==> config.mk <==
export PLATFORM = sky130hd
export DESIGN_NAME = priority_flag_goal_scheduler
export DESIGN_NICKNAME = d
export VERILOG_FILES = /design/src/rtl/core/pfgs_pkg.sv /design/src/rtl/core/pfgs_table.sv /design/src/rtl/core/pfgs_step.sv /design/src/rtl/core/pfgs_seq.sv /design/src/rtl/core/priority_flag_goal_scheduler.sv
export VERILOG_INCLUDE_DIRS = /design/src /design/src/rtl/core
export SDC_FILE = /design/constraint.sdc
export NUM_CORES = 1
export LEC_CHECK = 0
export ABC_AREA = 1
export BUFFER_PORTS_ARGS = -buffer_cell sky130_fd_sc_hd__buf_2
export CAP_MARGIN = 5
export CORE_ASPECT_RATIO = 1.1
export CORE_MARGIN = 10
export CORE_UTILIZATION = 45
export DETAILED_ROUTE_END_ITERATION = 7
export MAX_ROUTING_LAYER = met4
export PLACE_DENSITY = 0.63
export SYNTH_ARGS = -nofsm -noshare
export SYNTH_HDL_FRONTEND = slang
export SYNTH_SLANG_ARGS = --single-unit
export TNS_END_PERCENT = 1
==> constraint.sdc <==
create_clock -name i_clk -period 3.6 [get_ports i_clk]
set_input_delay 0 -clock i_clk [delete_from_list [all_inputs] [get_ports i_clk]]
set_output_delay 0 -clock i_clk [all_outputs]
set_load 0.005 [all_outputs]
==> src/rtl/core/priority_flag_goal_scheduler_assert.svh <==
// assertion macros for the priority flag goal scheduler
`ifndef PRIORITY_FLAG_GOAL_SCHEDULER_ASSERT_SVH
`define PRIORITY_FLAG_GOAL_SCHEDULER_ASSERT_SVH

// condition must hold in the same cycle as the trigger
`define PFGS_ASSERT_NOW(lbl, clk, rstn, ante, cons, msg) \
    lbl: assert property (@(posedge clk) disable iff (!rstn) (ante) |-> (cons)) \
        else $error(msg);

// condition must hold in the cycle after the trigger
`define PFGS_ASSERT_NEXT(lbl, clk, rstn, ante, cons, msg) \
    lbl: assert property (@(posedge clk) disable iff (!rstn) (ante) |=> (cons)) \
        else $error(msg);

`endif

==> src/rtl/core/pfgs_pkg.sv <==
// shared constants, types and helpers for the priority flag goal scheduler
package pfgs_pkg;

    localparam int SLOTS    = 16;
    localparam int SLOT_W   = (SLOTS > 1) ? $clog2(SLOTS) : 1;
    localparam int PRI_W    = 8;
    localparam int RES_W    = 8;
    localparam int OP_W     = 2;
    localparam int ID_W     = 4;
    localparam int FPRI_W   = 8;
    localparam int VEC_W    = 16;
    localparam int STATUS_W = 2;

    localparam logic [SLOTS-1:0] ONE_HOT0 = SLOTS'(1);
    localparam logic [SLOT_W-1:0] LAST_SLOT = SLOT_W'(SLOTS - 1);

    typedef enum logic [OP_W-1:0] {
        OP_TICK    = 2'd0,
        OP_ADD     = 2'd1,
        OP_REMOVE  = 2'd2,
        OP_STOPALL = 2'd3
    } t_op;

    typedef enum logic [STATUS_W-1:0] {
        ST_OK       = 2'd0,
        ST_ADD_IGN  = 2'd1,
        ST_RM_EMPTY = 2'd2
    } t_status;

    // slot under test by the shared compare unit
    typedef struct packed {
        logic              valid;
        logic              running;
        logic              seen;
        logic [SLOT_W-1:0] idx;
        logic [PRI_W-1:0]  pri;
        logic [RES_W-1:0]  res;
    } t_probe;

    // candidate or next-candidate record
    typedef struct packed {
        logic              have;
        logic [SLOT_W-1:0] idx;
        logic [PRI_W-1:0]  pri;
        logic [RES_W-1:0]  res;
    } t_cand;

    typedef struct packed {
        logic blocks;
        logic preempts;
        logic take;
    } t_step;

    typedef struct packed {
        logic              run_we;
        logic [SLOTS-1:0]  run_nxt;
        logic              val_we;
        logic [SLOTS-1:0]  val_nxt;
        logic              ent_we;
        logic [SLOT_W-1:0] ent_idx;
        logic [PRI_W-1:0]  ent_pri;
        logic [RES_W-1:0]  ent_res;
    } t_tbl_ctl;

    typedef struct packed {
        logic             valid;
        logic [SLOTS-1:0] started;
        logic [SLOTS-1:0] stopped;
        t_status          status;
    } t_done;

    function automatic logic [VEC_W-1:0] to_vec(input logic [SLOTS-1:0] v);
        return VEC_W'(v);
    endfunction

    function automatic logic [SLOTS-1:0] from_vec(input logic [VEC_W-1:0] v);
        return SLOTS'(v);
    endfunction

    function automatic logic [SLOT_W-1:0] to_idx(input logic [ID_W-1:0] id);
        return SLOT_W'(id);
    endfunction

    function automatic logic id_ok(input logic [ID_W-1:0] id);
        return int'(id) < SLOTS;
    endfunction

    function automatic logic [PRI_W-1:0] to_pri(input logic [FPRI_W-1:0] p);
        return PRI_W'(p);
    endfunction

endpackage

==> src/rtl/core/pfgs_table.sv <==
// slot table: valid and running flags, priority and resource entries
module pfgs_table (
    input  logic                           i_clk,
    input  logic                           i_rst_n,
    input  pfgs_pkg::t_tbl_ctl             i_ctl,
    input  logic [pfgs_pkg::SLOT_W-1:0]    i_rd_idx,
    output logic [pfgs_pkg::SLOTS-1:0]     o_valid_vec,
    output logic [pfgs_pkg::SLOTS-1:0]     o_running_vec,
    output logic [pfgs_pkg::PRI_W-1:0]     o_rd_pri,
    output logic [pfgs_pkg::RES_W-1:0]     o_rd_res
);

    logic [pfgs_pkg::SLOTS-1:0] r_valid;
    logic [pfgs_pkg::SLOTS-1:0] r_running;
    logic [pfgs_pkg::PRI_W-1:0] r_pri [pfgs_pkg::SLOTS];
    logic [pfgs_pkg::RES_W-1:0] r_res [pfgs_pkg::SLOTS];

    always_ff @(posedge i_clk) begin
        if (!i_rst_n) begin
            r_valid   <= '0;
            r_running <= '0;
        end else begin
            if (i_ctl.val_we) begin
                r_valid <= i_ctl.val_nxt;
            end
            if (i_ctl.run_we) begin
                r_running <= i_ctl.run_nxt;
            end
        end
    end

    always_ff @(posedge i_clk) begin
        if (i_ctl.ent_we) begin
            r_pri[i_ctl.ent_idx] <= i_ctl.ent_pri;
            r_res[i_ctl.ent_idx] <= i_ctl.ent_res;
        end
    end

    assign o_valid_vec   = r_valid;
    assign o_running_vec = r_running;
    assign o_rd_pri      = r_pri[i_rd_idx];
    assign o_rd_res      = r_res[i_rd_idx];

endmodule

==> src/rtl/core/pfgs_step.sv <==
// shared compare unit: one slot against the candidate and the running minimum
module pfgs_step (
    input  pfgs_pkg::t_probe i_probe,
    input  pfgs_pkg::t_cand  i_cand,
    input  pfgs_pkg::t_cand  i_nxt,
    output pfgs_pkg::t_step  o_step
);

    logic conflict;

    assign conflict = i_cand.have && (i_probe.idx != i_cand.idx) && i_probe.running &&
                      ((i_probe.res & i_cand.res) != '0);

    always_comb begin
        o_step.blocks   = conflict && (i_probe.pri < i_cand.pri);
        o_step.preempts = conflict && (i_probe.pri > i_cand.pri);
        o_step.take     = i_probe.valid && !i_probe.seen &&
                          (!i_nxt.have || (i_probe.pri < i_nxt.pri));
    end

endmodule

==> src/rtl/core/pfgs_seq.sv <==
// sequencer: command decode and the per-round slot scan of a tick
module pfgs_seq (
    input  logic                            i_clk,
    input  logic                            i_rst_n,
    input  logic                            i_in_valid,
    output logic                            o_in_ready,
    input  logic [pfgs_pkg::OP_W-1:0]       i_opcode,
    input  logic [pfgs_pkg::ID_W-1:0]       i_slot_id,
    input  logic [pfgs_pkg::FPRI_W-1:0]     i_new_priority,
    input  logic [pfgs_pkg::RES_W-1:0]      i_new_resources,
    input  logic [pfgs_pkg::VEC_W-1:0]      i_usable_bits,
    input  logic [pfgs_pkg::VEC_W-1:0]      i_continue_bits,
    input  logic [pfgs_pkg::SLOTS-1:0]      i_valid_vec,
    input  logic [pfgs_pkg::SLOTS-1:0]      i_running_vec,
    input  logic [pfgs_pkg::PRI_W-1:0]      i_rd_pri,
    input  logic [pfgs_pkg::RES_W-1:0]      i_rd_res,
    output logic [pfgs_pkg::SLOT_W-1:0]     o_rd_idx,
    output pfgs_pkg::t_tbl_ctl              o_tbl,
    output pfgs_pkg::t_done                 o_done,
    input  logic                            i_done_ack
);

    typedef enum logic [1:0] {
        S_IDLE,
        S_SCAN,
        S_DECIDE,
        S_DONE
    } t_state;

    t_state                        r_state,   n_state;
    logic [pfgs_pkg::SLOT_W-1:0]   r_j,       n_j;
    pfgs_pkg::t_cand               r_cand,    n_cand;
    pfgs_pkg::t_cand               r_nxt,     n_nxt;
    logic                          r_blk,     n_blk;
    logic [pfgs_pkg::SLOTS-1:0]    r_pre,     n_pre;
    logic [pfgs_pkg::SLOTS-1:0]    r_seen,    n_seen;
    logic [pfgs_pkg::SLOTS-1:0]    r_usable,  n_usable;
    logic [pfgs_pkg::SLOTS-1:0]    r_started, n_started;
    logic [pfgs_pkg::SLOTS-1:0]    r_stopped, n_stopped;
    pfgs_pkg::t_status             r_status,  n_status;

    pfgs_pkg::t_probe              probe;
    pfgs_pkg::t_step               step;
    logic [pfgs_pkg::SLOT_W-1:0]   id;
    logic [pfgs_pkg::SLOTS-1:0]    id_bit;
    logic [pfgs_pkg::SLOTS-1:0]    cont;
    logic                          eligible;

    assign probe.valid   = i_valid_vec[r_j];
    assign probe.running = i_running_vec[r_j];
    assign probe.seen    = r_seen[r_j];
    assign probe.idx     = r_j;
    assign probe.pri     = i_rd_pri;
    assign probe.res     = i_rd_res;

    pfgs_step u_step (
        .i_probe (probe),
        .i_cand  (r_cand),
        .i_nxt   (r_nxt),
        .o_step  (step)
    );

    assign o_rd_idx   = r_j;
    assign o_in_ready = (r_state == S_IDLE);
    assign id         = pfgs_pkg::to_idx(i_slot_id);
    assign id_bit     = pfgs_pkg::ONE_HOT0 << id;
    assign cont       = pfgs_pkg::from_vec(i_continue_bits);
    assign eligible   = r_cand.have && !i_running_vec[r_cand.idx] &&
                        r_usable[r_cand.idx] && !r_blk;

    always_comb begin
        n_state   = r_state;
        n_j       = r_j;
        n_cand    = r_cand;
        n_nxt     = r_nxt;
        n_blk     = r_blk;
        n_pre     = r_pre;
        n_seen    = r_seen;
        n_usable  = r_usable;
        n_started = r_started;
        n_stopped = r_stopped;
        n_status  = r_status;
        o_tbl     = '0;
        o_tbl.run_nxt = i_running_vec;
        o_tbl.val_nxt = i_valid_vec;
        o_tbl.ent_idx = id;
        o_tbl.ent_pri = pfgs_pkg::to_pri(i_new_priority);
        o_tbl.ent_res = i_new_resources;

        case (r_state)
            S_IDLE: begin
                if (i_in_valid) begin
                    n_started = '0;
                    n_stopped = '0;
                    n_status  = pfgs_pkg::ST_OK;
                    n_state   = S_DONE;
                    case (pfgs_pkg::t_op'(i_opcode))
                        pfgs_pkg::OP_TICK: begin
                            o_tbl.run_we  = 1'b1;
                            o_tbl.run_nxt = i_running_vec & cont;
                            n_stopped     = i_running_vec & ~cont;
                            n_usable      = pfgs_pkg::from_vec(i_usable_bits);
                            n_seen        = '0;
                            n_cand        = '0;
                            n_nxt         = '0;
                            n_blk         = 1'b0;
                            n_pre         = '0;
                            n_j           = '0;
                            n_state       = S_SCAN;
                        end
                        pfgs_pkg::OP_ADD: begin
                            if (!pfgs_pkg::id_ok(i_slot_id) || i_valid_vec[id]) begin
                                n_status = pfgs_pkg::ST_ADD_IGN;
                            end else begin
                                o_tbl.val_we  = 1'b1;
                                o_tbl.val_nxt = i_valid_vec | id_bit;
                                o_tbl.run_we  = 1'b1;
                                o_tbl.run_nxt = i_running_vec & ~id_bit;
                                o_tbl.ent_we  = 1'b1;
                            end
                        end
                        pfgs_pkg::OP_REMOVE: begin
                            if (!pfgs_pkg::id_ok(i_slot_id) || !i_valid_vec[id]) begin
                                n_status = pfgs_pkg::ST_RM_EMPTY;
                            end else begin
                                n_stopped     = i_running_vec & id_bit;
                                o_tbl.val_we  = 1'b1;
                                o_tbl.val_nxt = i_valid_vec & ~id_bit;
                                o_tbl.run_we  = 1'b1;
                                o_tbl.run_nxt = i_running_vec & ~id_bit;
                            end
                        end
                        default: begin
                            n_stopped     = i_running_vec;
                            o_tbl.run_we  = 1'b1;
                            o_tbl.run_nxt = '0;
                        end
                    endcase
                end
            end
            S_SCAN: begin
                if (step.blocks) begin
                    n_blk = 1'b1;
                end
                if (step.preempts) begin
                    n_pre = r_pre | (pfgs_pkg::ONE_HOT0 << r_j);
                end
                if (step.take) begin
                    n_nxt = '{have: 1'b1, idx: r_j, pri: i_rd_pri, res: i_rd_res};
                end
                if (r_j == pfgs_pkg::LAST_SLOT) begin
                    n_state = S_DECIDE;
                end else begin
                    n_j = r_j + 1'b1;
                end
            end
            S_DECIDE: begin
                if (eligible) begin
                    o_tbl.run_we  = 1'b1;
                    o_tbl.run_nxt = (i_running_vec & ~r_pre) |
                                    (pfgs_pkg::ONE_HOT0 << r_cand.idx);
                    n_stopped     = r_stopped | r_pre;
                    n_started     = r_started | (pfgs_pkg::ONE_HOT0 << r_cand.idx);
                end
                if (r_nxt.have) begin
                    n_cand  = r_nxt;
                    n_seen  = r_seen | (pfgs_pkg::ONE_HOT0 << r_nxt.idx);
                    n_nxt   = '0;
                    n_blk   = 1'b0;
                    n_pre   = '0;
                    n_j     = '0;
                    n_state = S_SCAN;
                end else begin
                    n_state = S_DONE;
                end
            end
            S_DONE: begin
                if (i_done_ack) begin
                    n_state = S_IDLE;
                end
            end
            default: begin
                n_state = S_IDLE;
            end
        endcase
    end

    always_ff @(posedge i_clk) begin
        if (!i_rst_n) begin
            r_state   <= S_IDLE;
            r_j       <= '0;
            r_cand    <= '0;
            r_nxt     <= '0;
            r_blk     <= 1'b0;
            r_pre     <= '0;
            r_seen    <= '0;
            r_usable  <= '0;
            r_started <= '0;
            r_stopped <= '0;
            r_status  <= pfgs_pkg::ST_OK;
        end else begin
            r_state   <= n_state;
            r_j       <= n_j;
            r_cand    <= n_cand;
            r_nxt     <= n_nxt;
            r_blk     <= n_blk;
            r_pre     <= n_pre;
            r_seen    <= n_seen;
            r_usable  <= n_usable;
            r_started <= n_started;
            r_stopped <= n_stopped;
            r_status  <= n_status;
        end
    end

    always_comb begin
        o_done.valid   = (r_state == S_DONE);
        o_done.started = r_started;
        o_done.stopped = r_stopped;
        o_done.status  = r_status;
    end

endmodule

==> src/rtl/core/priority_flag_goal_scheduler.sv <==
// add, remove and stop-all: from acceptance to the done state, then the output register
// a tick runs one round per valid slot plus a final round, each a scan over all slots;
// the single compare unit visits one slot per cycle
// a new transaction is taken only once the last result has gone to the output register
// reset: synchronous active low; clears valid and running flags, sequencer and output valid
// top level: slot table, tick sequencer and output register
`include "priority_flag_goal_scheduler_assert.svh"

module priority_flag_goal_scheduler (
    input  logic                              i_clk,
    input  logic                              i_rst_n,
    input  logic                              i_in_valid,
    output logic                              o_in_ready,
    input  logic [pfgs_pkg::OP_W-1:0]         i_opcode,
    input  logic [pfgs_pkg::ID_W-1:0]         i_slot_id,
    input  logic [pfgs_pkg::FPRI_W-1:0]       i_new_priority,
    input  logic [pfgs_pkg::RES_W-1:0]        i_new_resources,
    input  logic [pfgs_pkg::VEC_W-1:0]        i_usable_bits,
    input  logic [pfgs_pkg::VEC_W-1:0]        i_continue_bits,
    output logic                              o_out_valid,
    input  logic                              i_out_ready,
    output logic [pfgs_pkg::VEC_W-1:0]        o_started_bits,
    output logic [pfgs_pkg::VEC_W-1:0]        o_stopped_bits,
    output logic [pfgs_pkg::VEC_W-1:0]        o_active_bits,
    output logic [pfgs_pkg::STATUS_W-1:0]     o_status
);

    pfgs_pkg::t_tbl_ctl               tbl_ctl;
    pfgs_pkg::t_done                  done;
    logic [pfgs_pkg::SLOTS-1:0]       valid_vec;
    logic [pfgs_pkg::SLOTS-1:0]       running_vec;
    logic [pfgs_pkg::SLOT_W-1:0]      rd_idx;
    logic [pfgs_pkg::PRI_W-1:0]       rd_pri;
    logic [pfgs_pkg::RES_W-1:0]       rd_res;
    logic                             done_ack;

    logic                             r_out_valid;
    logic [pfgs_pkg::VEC_W-1:0]       r_started;
    logic [pfgs_pkg::VEC_W-1:0]       r_stopped;
    logic [pfgs_pkg::VEC_W-1:0]       r_active;
    logic [pfgs_pkg::STATUS_W-1:0]    r_status;

    pfgs_table u_table (
        .i_clk         (i_clk),
        .i_rst_n       (i_rst_n),
        .i_ctl         (tbl_ctl),
        .i_rd_idx      (rd_idx),
        .o_valid_vec   (valid_vec),
        .o_running_vec (running_vec),
        .o_rd_pri      (rd_pri),
        .o_rd_res      (rd_res)
    );

    pfgs_seq u_seq (
        .i_clk           (i_clk),
        .i_rst_n         (i_rst_n),
        .i_in_valid      (i_in_valid),
        .o_in_ready      (o_in_ready),
        .i_opcode        (i_opcode),
        .i_slot_id       (i_slot_id),
        .i_new_priority  (i_new_priority),
        .i_new_resources (i_new_resources),
        .i_usable_bits   (i_usable_bits),
        .i_continue_bits (i_continue_bits),
        .i_valid_vec     (valid_vec),
        .i_running_vec   (running_vec),
        .i_rd_pri        (rd_pri),
        .i_rd_res        (rd_res),
        .o_rd_idx        (rd_idx),
        .o_tbl           (tbl_ctl),
        .o_done          (done),
        .i_done_ack      (done_ack)
    );

    assign done_ack = done.valid && (!r_out_valid || i_out_ready);

    always_ff @(posedge i_clk) begin
        if (!i_rst_n) begin
            r_out_valid <= 1'b0;
        end else if (done_ack) begin
            r_out_valid <= 1'b1;
        end else if (i_out_ready) begin
            r_out_valid <= 1'b0;
        end
    end

    always_ff @(posedge i_clk) begin
        if (done_ack) begin
            r_started <= pfgs_pkg::to_vec(done.started);
            r_stopped <= pfgs_pkg::to_vec(done.stopped);
            r_active  <= pfgs_pkg::to_vec(running_vec);
            r_status  <= done.status;
        end
    end

    assign o_out_valid    = r_out_valid;
    assign o_started_bits = r_started;
    assign o_stopped_bits = r_stopped;
    assign o_active_bits  = r_active;
    assign o_status       = r_status;

    `PFGS_ASSERT_NOW(a_run_in_valid, i_clk, i_rst_n, 1'b1, (running_vec & ~valid_vec) == '0, "running slot not valid")
    `PFGS_ASSERT_NOW(a_started_active, i_clk, i_rst_n, o_out_valid, (o_started_bits & ~o_active_bits) == '0, "started slot not active")
    `PFGS_ASSERT_NOW(a_err_no_change, i_clk, i_rst_n, o_out_valid && (o_status != pfgs_pkg::ST_OK), (o_started_bits == '0) && (o_stopped_bits == '0), "rejected transaction changed slots")
    `PFGS_ASSERT_NEXT(a_busy_after_accept, i_clk, i_rst_n, i_in_valid && o_in_ready, !o_in_ready, "ready held after accept")

endmodule
==> results.txt, run 1 <==
----------------------------------------------------
[Worst hold path]
  Launch instance of the worst min-delay path ... i_new_resources[3]
  Hold Path Cell Cnt ... 2
  Endpoint of the worst hold-timing path ... u_table.r_res[6][3]$_DFFE_PP_
  Hold Path Class ... in2reg

[Logic synthesis]
  Syn Inst Count ... between 2000 and 2500
  Area share of the largest cell type after synthesis ... between 40% and 50%
  Mapped Nets ... about 2100
  Number of flops mapped to enable cells by yosys ... about 310
  Top_reg_cell synth ... edfxtp_1
  Post-synth ARST share ... 0%
  Synth Warn # ... 0
  Ranking of synthesized cells by area ... edfxtp_1 46%, dfxtp_1 17%, o21ai_0 5.0%
  Avg Synthesized Cell Area ... about 10 µm²
  Post-synthesis sequential element count ... 474
  Mapped cell area ... 20100 µm²
  Seq/Total Area, Yosys ... 62.4%
  Cell type with the highest aggregate area in the netlist ... edfxtp_1
  Count of unique library cells instantiated by Yosys ... 45

[Critical path]
  Req. time, crit path ... 4050 ps
  Depth of the worst register-to-register path ... 17
  Highest net fanout along the worst path ... about 130
  Reg-to-reg setup timing slack ... just under 400 ps
  Destination of the worst register-to-register timing path ... u_seq.r_nxt[19]$_SDFFE_PN0P_
  Critical path launch point type ... flop
  Type of the worst setup path ... reg2reg
  CP endpoint kind ... flop
  Worst EP arrival ... 3650 ps

[Pwr]
  Cell Pwr Density ... about 500 nW/µm²
  Peak supply drop ... roughly 0.49 mV
  Cell leakage power ... between 8 and 9 nW
  Overall power after layout ... around 12 mW

[Cells and area]
  Post-layout util ... between 50% and 60%
  Number of standard cells in the layout, taps in and fillers out ... 2798
  Area Growth Syn to Fin ... 17.7%
  Antenna cells ... 0
  Net count, final ... about 2300
  Fraction of layout instances using a drive strength above 1 ... a little over an eighth

[GRT]
  Number of antenna violations at the first check in global routing ... 0
  Wire length of the first global-routing pass ... roughly 90000 µm
  Total track usage ... between 20% and 30%
  Via count of the first global-routing pass ... approximately 15000
  Pin count of the biggest net entering global routing ... 130
  Leftover overflow at the end of global routing ... 0

[Route]
  DR vias/cell ... around 5.6
  TritonRoute pass-1 iters ... 5
  DRT Wirelength ... between 50000 and 60000 µm
  Number of routed nets with antenna violations ... 0
  DRC violation total after the first TritonRoute iteration ... around 1300
  Vias after detailed routing ... 15700
  WL/cell ... between 20 and 25 µm
  Detailed-route DRC error count ... 0

[Clock network]
  Number of clock sinks seen by CTS ... approximately 470
  Deepest level of the CTS H-tree ... 2
  Clock edge transition at the registers on the reported setup and hold paths ... 60 ps
  CTS-repair resized insts ... 0
  Master cell of the clock root buffer ... clkbuf_16
  Clock latency of the later-clocked register in the worst-skew pair ... ~610 ps
  Number of buffers created by CTS ... 48
  Max Buffers Root-to-Sink ... 3
  TritonCTS clock tree ... done

[Floorplan]
  Die Area ... 53600 µm²
  Initial core utilization ... between 40 and 50%
  Top Ports ... 110
  Die span in y ... approximately 240 µm
  Placeable core region ... 44400 µm²
  Chip width ... roughly 220 µm
  Number of standard-cell rows in the floorplan ... around 80

[Placed design]
  RePlAce Congestion ... 0.952
  Post-placement worst setup slack ... ~450 ps
  Post-detailed-placement half-perimeter wirelength ... 37800 µm
  Cell Count Post-Placement ... roughly 2600
  Count of buffers inserted at the top-level ports ... 109

[Timing]
  Least-Margin Pin Slew ... 967 ps
  Setup-failing EPs final ... 0
  Number of max-slew violations in the final report ... 0
  Total Negative Setup Slacks ... 0 ps
  Unrepaired setup endpoints after global routing ... false
  Worst clock skew on the final layout ... 28.4 ps
  Hold Fails Final Rpt ... 0
  Fmax ... 312 MHz
  Setup WS post-layout ... ~400 ps
  Share of the clock period used by the worst path after layout ... about nine tenths
  Min Clock Period, post-route ... approximately 3200 ps
  Headroom to the max-slew limit ... 35.5%

[Job]
  Max-cap viol count ... 0

[Status]
  Result of the run ... complete, no violations

----------------------------------------------------
==> final cells by class <==
cell class                      count  area, µm²
Clock buffer                       53       1220
Clock inverter                     36        305
Fill cell                        3984      20700
Inverter                          169        636
Multi-Input combinational cell   1243       6440
Sequential cell                   474      12600
Tap cell                          581        727
Timing Repair Buffer              242       1790
==> cell families after synthesis <==
kind of cell | synth area share [%]
AND/OR/NAND/NOR | 14.6
flip-flops | 62.4
adder cells (fa/ha/maj) | 1.55
AO/OA/AOI/OAI | 15.3
XOR/XNOR | 0.174
buffers and inverters | 5.98
==> placed cells by master, fill, tap and decap left out, types with 12 or more instances in the layout <==
cell           count
clkinv_2          13
edfxtp_1         306
inv_2             12
a21oi_1          132
inv_1            154
clkbuf_16         48
nor3_1            34
dfxtp_1          166
nor2_1           254
nor2_2            12
dlygate4sd3_1     75
buf_4             53
o221ai_1          53
o22ai_1           13
a211oi_1          30
o21ai_0          200
nand3_1          124
buf_2            109
ha_1              25
nand2_1          254
o211ai_1          29
==> through the flow <==
step / area, µm² / hold WS [ps]
4_1_cts: 23700 / 270
5_1_grt: 23700 / 305
3_5_place_dp: 21400 / 238
3_3_place_gp: 21400 / 233
6_report: 23700 / 309
2_1_floorplan: 20100 / 98.9
==> worst max path at each step <==
stage,slack [ps],cells after the start,to
CTS,420,17,u_seq.r_nxt[19]$_SDFFE_PN0P_
detailed placement,450,17,u_seq.r_nxt[7]$_SDFFE_PN0P_
global placement,500,17,u_seq.r_pre[15]$_SDFFE_PN0P_
finish,390,17,u_seq.r_nxt[19]$_SDFFE_PN0P_
floorplan,560,2,o_active_bits[0]$_DFFE_PP_
global route,80,17,u_seq.r_pre[15]$_SDFFE_PN0P_
==> repair_timing <==
action,CTS,global route
hold buffers,75,0
setup buffers,0,0
hold endpoints to repair,321,0
==> critical path: stages, from the launching register on <==
cell	delay, ps
dfxtp_4	370
buf_12	430
o21ai_0	170
o221ai_1	240
nand3_1	120
nand2_1	160
ha_1	270
a21oi_1	150
nor2_1	50
a211oi_1	170
nand2_1	100
nand2_1	90
nand2_1	60
nand2_1	70
nand2_1	190
buf_4	260
nand2_1	80
a21oi_1	60
==> synthesized netlist by cell type (2+ instances only) <==
cell       count
a32oi_1        5
nand2_4        2
buf_1          3
o2111ai_1      2
dfxtp_1      168
nand3_2        4
o211ai_1      29
nand4_1        7
a21oi_1      132
o32ai_1       10
o311ai_0       6
a211oi_1      30
edfxtp_1     306
a21oi_2        2
inv_2         13
xor2_1         4
nor3_1        41
o221ai_1      53
o21ai_1        4
clkbuf_1      72
clkinv_1       2
buf_4         10
inv_1        154
nand2_1      254
o21ai_0      200
nor2_1       264
a22oi_1        9
nand3_1      124
o21bai_1       7
ha_1          25
buf_6          7
o22ai_1       13
buf_2         25
nand2_2        3
nor2_2         4
==> registers in the layout, summed over array words and instances (netlist names), named ones only <==
name and count:
u_table.r_pri 128, u_table.r_res 128, u_seq.r_cand 21, u_seq.r_nxt 21, o_active_bits 16, o_started_bits 16
o_stopped_bits 16, u_seq.r_pre 16, u_seq.r_seen 16, u_seq.r_started 16, u_seq.r_stopped 16, u_seq.r_usable 16
u_table.o_running_vec 16, u_table.o_valid_vec 16, u_seq.o_rd_idx 4, o_status 2, u_seq.r_state 2, u_seq.r_status 2
o_out_valid 1, u_seq.r_blk 1
==> power by group <==
part           total, mW  internal [mW]  switching, mW
clock network       4.82           2.64           2.18
registers           5.92           5.87         0.0506
logic               1.18          0.371          0.811
total               11.9           8.88           3.04
==> per-layer routing <==
| layer | up-vias | global-route usage, % | wire length (µm) |
|---|---|---|---|
| li1 | 7426 | - | - |
| met1 | 7613 | 25.7 | 23500 |
| met2 | 531 | 36.6 | 29200 |
| met3 | 132 | 2.90 | 3420 |
| met4 | 0 | 9.79 | 2560 |
| met5 | - | - | 0 |
No activity file was read; power rests on OpenSTA's default activity.
==> run 2: changes to the inputs <==
--- a/config.mk
+++ b/config.mk
@@ -14,7 +14,6 @@
 export CORE_UTILIZATION = 45
 export DETAILED_ROUTE_END_ITERATION = 7
 export MAX_ROUTING_LAYER = met4
-export PLACE_DENSITY = 0.63
 export SYNTH_ARGS = -nofsm -noshare
 export SYNTH_HDL_FRONTEND = slang
 export SYNTH_SLANG_ARGS = --single-unit
==> results.txt, run 2 (synthesis gave the netlist of run 1 again) <==
----------------------------------------------------
[Clock network]
  Master cell of the clock root buffer ... clkbuf_16 (unchanged)
  TritonCTS clock tree ... done (unchanged)
  CTS-repair resized insts ... 0 (unchanged)
  Number of buffers created by CTS ... 49 (was 48)
  Deepest level of the CTS H-tree ... 2 (unchanged)
  Clock edge transition at the registers on the reported setup and hold paths ... 60 ps (about the same)
  Number of clock sinks seen by CTS ... 474 (unchanged)
  Clock latency of the later-clocked register in the worst-skew pair ... 590 ps (was 610 ps)
  Max Buffers Root-to-Sink ... 3 (unchanged)

[GRT]
  Via count of the first global-routing pass ... 15500 (was 15400)
  Pin count of the biggest net entering global routing ... 104 (was 130)
  Total track usage ... 22.1% (was 21.8%)
  Number of antenna violations at the first check in global routing ... 1 (was 0)
  Wire length of the first global-routing pass ... 91200 µm (was 90100 µm)
  Leftover overflow at the end of global routing ... 0 (unchanged)

[Critical path]
  Depth of the worst register-to-register path ... 17 (unchanged)
  CP endpoint kind ... flop (unchanged)
  Type of the worst setup path ... reg2reg (unchanged)
  Highest net fanout along the worst path ... 36 (was 129)
  Req. time, crit path ... 4120 ps (was 4050 ps)
  Critical path launch point type ... flop (unchanged)
  Worst EP arrival ... 3730 ps (was 3650 ps)

[Route]
  TritonRoute pass-1 iters ... 5 (unchanged)
  WL/cell ... 21.1 µm (was 21.0 µm)
  Vias after detailed routing ... 15700 (about the same)
  DR vias/cell ... 5.62 (was 5.61)
  DRC violation total after the first TritonRoute iteration ... 1405 (was 1338)
  DRT Wirelength ... 59100 µm (was 58700 µm)
  Number of routed nets with antenna violations ... 0 (unchanged)
  Detailed-route DRC error count ... 0 (unchanged)

[Floorplan]
  Placeable core region ... 44400 µm² (unchanged)
  Chip width ... 222 µm (unchanged)
  Initial core utilization ... 45.3% (unchanged)
  Die Area ... 53600 µm² (unchanged)
  Die span in y ... 242 µm (unchanged)
  Top Ports ... 110 (unchanged)
  Number of standard-cell rows in the floorplan ... 81 (unchanged)

[Cells and area]
  Highest-count cells in the layout ignoring fill and taps ... 306 x edfxtp_1, 254 x nand2_1, 254 x nor2_1 (unchanged)
  Most common cell after layout, fill and taps aside ... edfxtp_1 (unchanged)
  Area Growth Syn to Fin ... 17.3% (was 17.7%)
  Non-Filler Cell Area, Final ... 23600 µm² (was 23700 µm²)
  Net count, final ... 2254 (was 2261)
  Fraction of layout instances using a drive strength above 1 ... 13.0% (was 13.3%)
  Total of fill cells in the finished design ... 3912 (was 3984)
  Total area of multi-input combinational cells ... 6430 µm² (was 6440 µm²)
  Area occupied by registers ... 12600 µm² (unchanged)
  Registers with the highest flip-flop counts ... u_table.r_pri (128), u_table.r_res (128) (unchanged)

[Placed design]
  RePlAce Congestion ... 0.933 (was 0.952)
  Area of placed instances ... 21400 µm² (about the same)
  Count of buffers inserted at the top-level ports ... 109 (unchanged)
  Post-detailed-placement half-perimeter wirelength ... 38300 µm (was 37800 µm)

[Status]
  Result of the run ... complete, no violations (unchanged)

[Timing]
  Headroom to the max-slew limit ... 41.9% (was 35.5%)
  Unrepaired setup endpoints after global routing ... false (unchanged)
  Min Clock Period, post-route ... 3210 ps (about the same)
  Number of max-slew violations in the final report ... 0 (unchanged)
  Worst clock skew on the final layout ... 13.3 ps (was 28.4 ps)
  Least-Margin Pin Slew ... 867 ps (was 967 ps)
  Share of the clock period used by the worst path after layout ... 89.0% (about the same)
  Fmax ... 312 MHz (about the same)
  Total Negative Setup Slacks ... 0 ps (unchanged)
  Hold Fails Final Rpt ... 0 (unchanged)
  Setup-failing EPs final ... 0 (unchanged)

[Worst hold path]
  Hold Path Class ... in2reg (unchanged)
  Hold Path Cell Cnt ... 7 (was 2)

[Pwr]
  Comb power frac ... 9.9% (about the same)
  Peak supply drop ... 0.389 mV (was 0.492 mV)
  Internal ... 8.99 mW (was 8.88 mW)
  Share of total power consumed by net switching ... 24.9% (was 25.5%)
  Cell Pwr Density ... 507 nW/µm² (was 504 nW/µm²)
  Total net switching power ... 2.98 mW (was 3.04 mW)
  Register share of total power ... 49.5% (was 49.7%)
  Cell leakage power ... 8.35 nW (was 8.40 nW)
  Proportion of power drawn by the clock network ... 40.6% (was 40.4%)

[Job]
  Max-cap viol count ... 0 (unchanged)

----------------------------------------------------
run 2: changes by cell type in the layout (fill, tap and decap cells not counted), moves of 3 or more:
cell and change:
dlygate4sd3_1 -4, clkbuf_1 +7, buf_4 -3, clkinv_2 -3
clkinv_4 -4, inv_6 +3, clkbuf_16 +3
run 2: layout make-up:
type | count | share of cell area [%]
Multi-Input combinational cell | 1243 | 27.3
Antenna cell | 2 | 0.0212
Clock buffer | 63 | 5.60
Timing Repair Buffer | 234 | 7.25
Tap cell | 581 | 3.08
Clock inverter | 28 | 0.885
Sequential cell | 474 | 53.2
Inverter | 169 | 2.69
run 2: worst paths after layout:
path                                   start                             end  slack, ps
max                                     flop     u_seq.r_pre[7]$_SDFFE_PN0P_        390
min                             i_slot_id[2]  u_seq.r_status[0]$_SDFFE_PN0P_         40
max reg2reg                             flop     u_seq.r_pre[7]$_SDFFE_PN0P_        390
min reg2reg  u_seq.r_stopped[4]$_SDFFE_PN0P_     o_stopped_bits[4]$_DFFE_PP_        430
run 2: critical path: stages, from the launching register on:
cell and delay [ps]:
dfxtp_4 370, clkinv_2 220, buf_12 260, o21ai_0 160, o22ai_1 90, o211ai_1 200
nand2_1 160, ha_1 330, nand2_1 70, nor2_1 140, nand2_1 70, o211ai_1 120
o21ai_0 140, nor2_1 100, nand3_1 90, nand2_2 310, nand3_1 140, a21oi_1 140
run 2: metrics by stage:
stage | hold slack [ps] | utilization [%] | setup slack, ps | cells | power, mW
2_1_floorplan | 98.9 | - | 564 | 2004 | 6.76
3_3_place_gp | 229 | 48.1 | 543 | 2630 | 7.12
3_5_place_dp | 230 | 48.1 | 431 | 2630 | 7.15
4_1_cts | 14.1 | 53.2 | 412 | 2792 | 12.1
5_1_grt | 73.9 | 53.2 | 65.3 | 2794 | 12.4
6_report | 38.6 | 53.2 | 395 | 2794 | 12.0
run 2: layer usage:
metal	track usage (%)	wire [µm]
met1	25.6	24000
met2	36.9	29300
met3	3.95	3150
met4	9.83	2580
met5	-	0
run 2: power by group through the flow:
stage	logic (mW)	clock network, mW	registers [mW]
floorplan	0.738	0	6.02
global placement	1.09	0	6.04
detailed placement	1.11	0	6.04
CTS	1.17	4.96	5.92
global route	1.31	5.19	5.93
finish	1.18	4.86	5.92
run 2: repair_timing:
item,in CTS,in global routing
hold buffers,71,0
endpoints found under the setup margin,0,0
endpoints found under the hold margin,311,0
buffers inserted,0,0
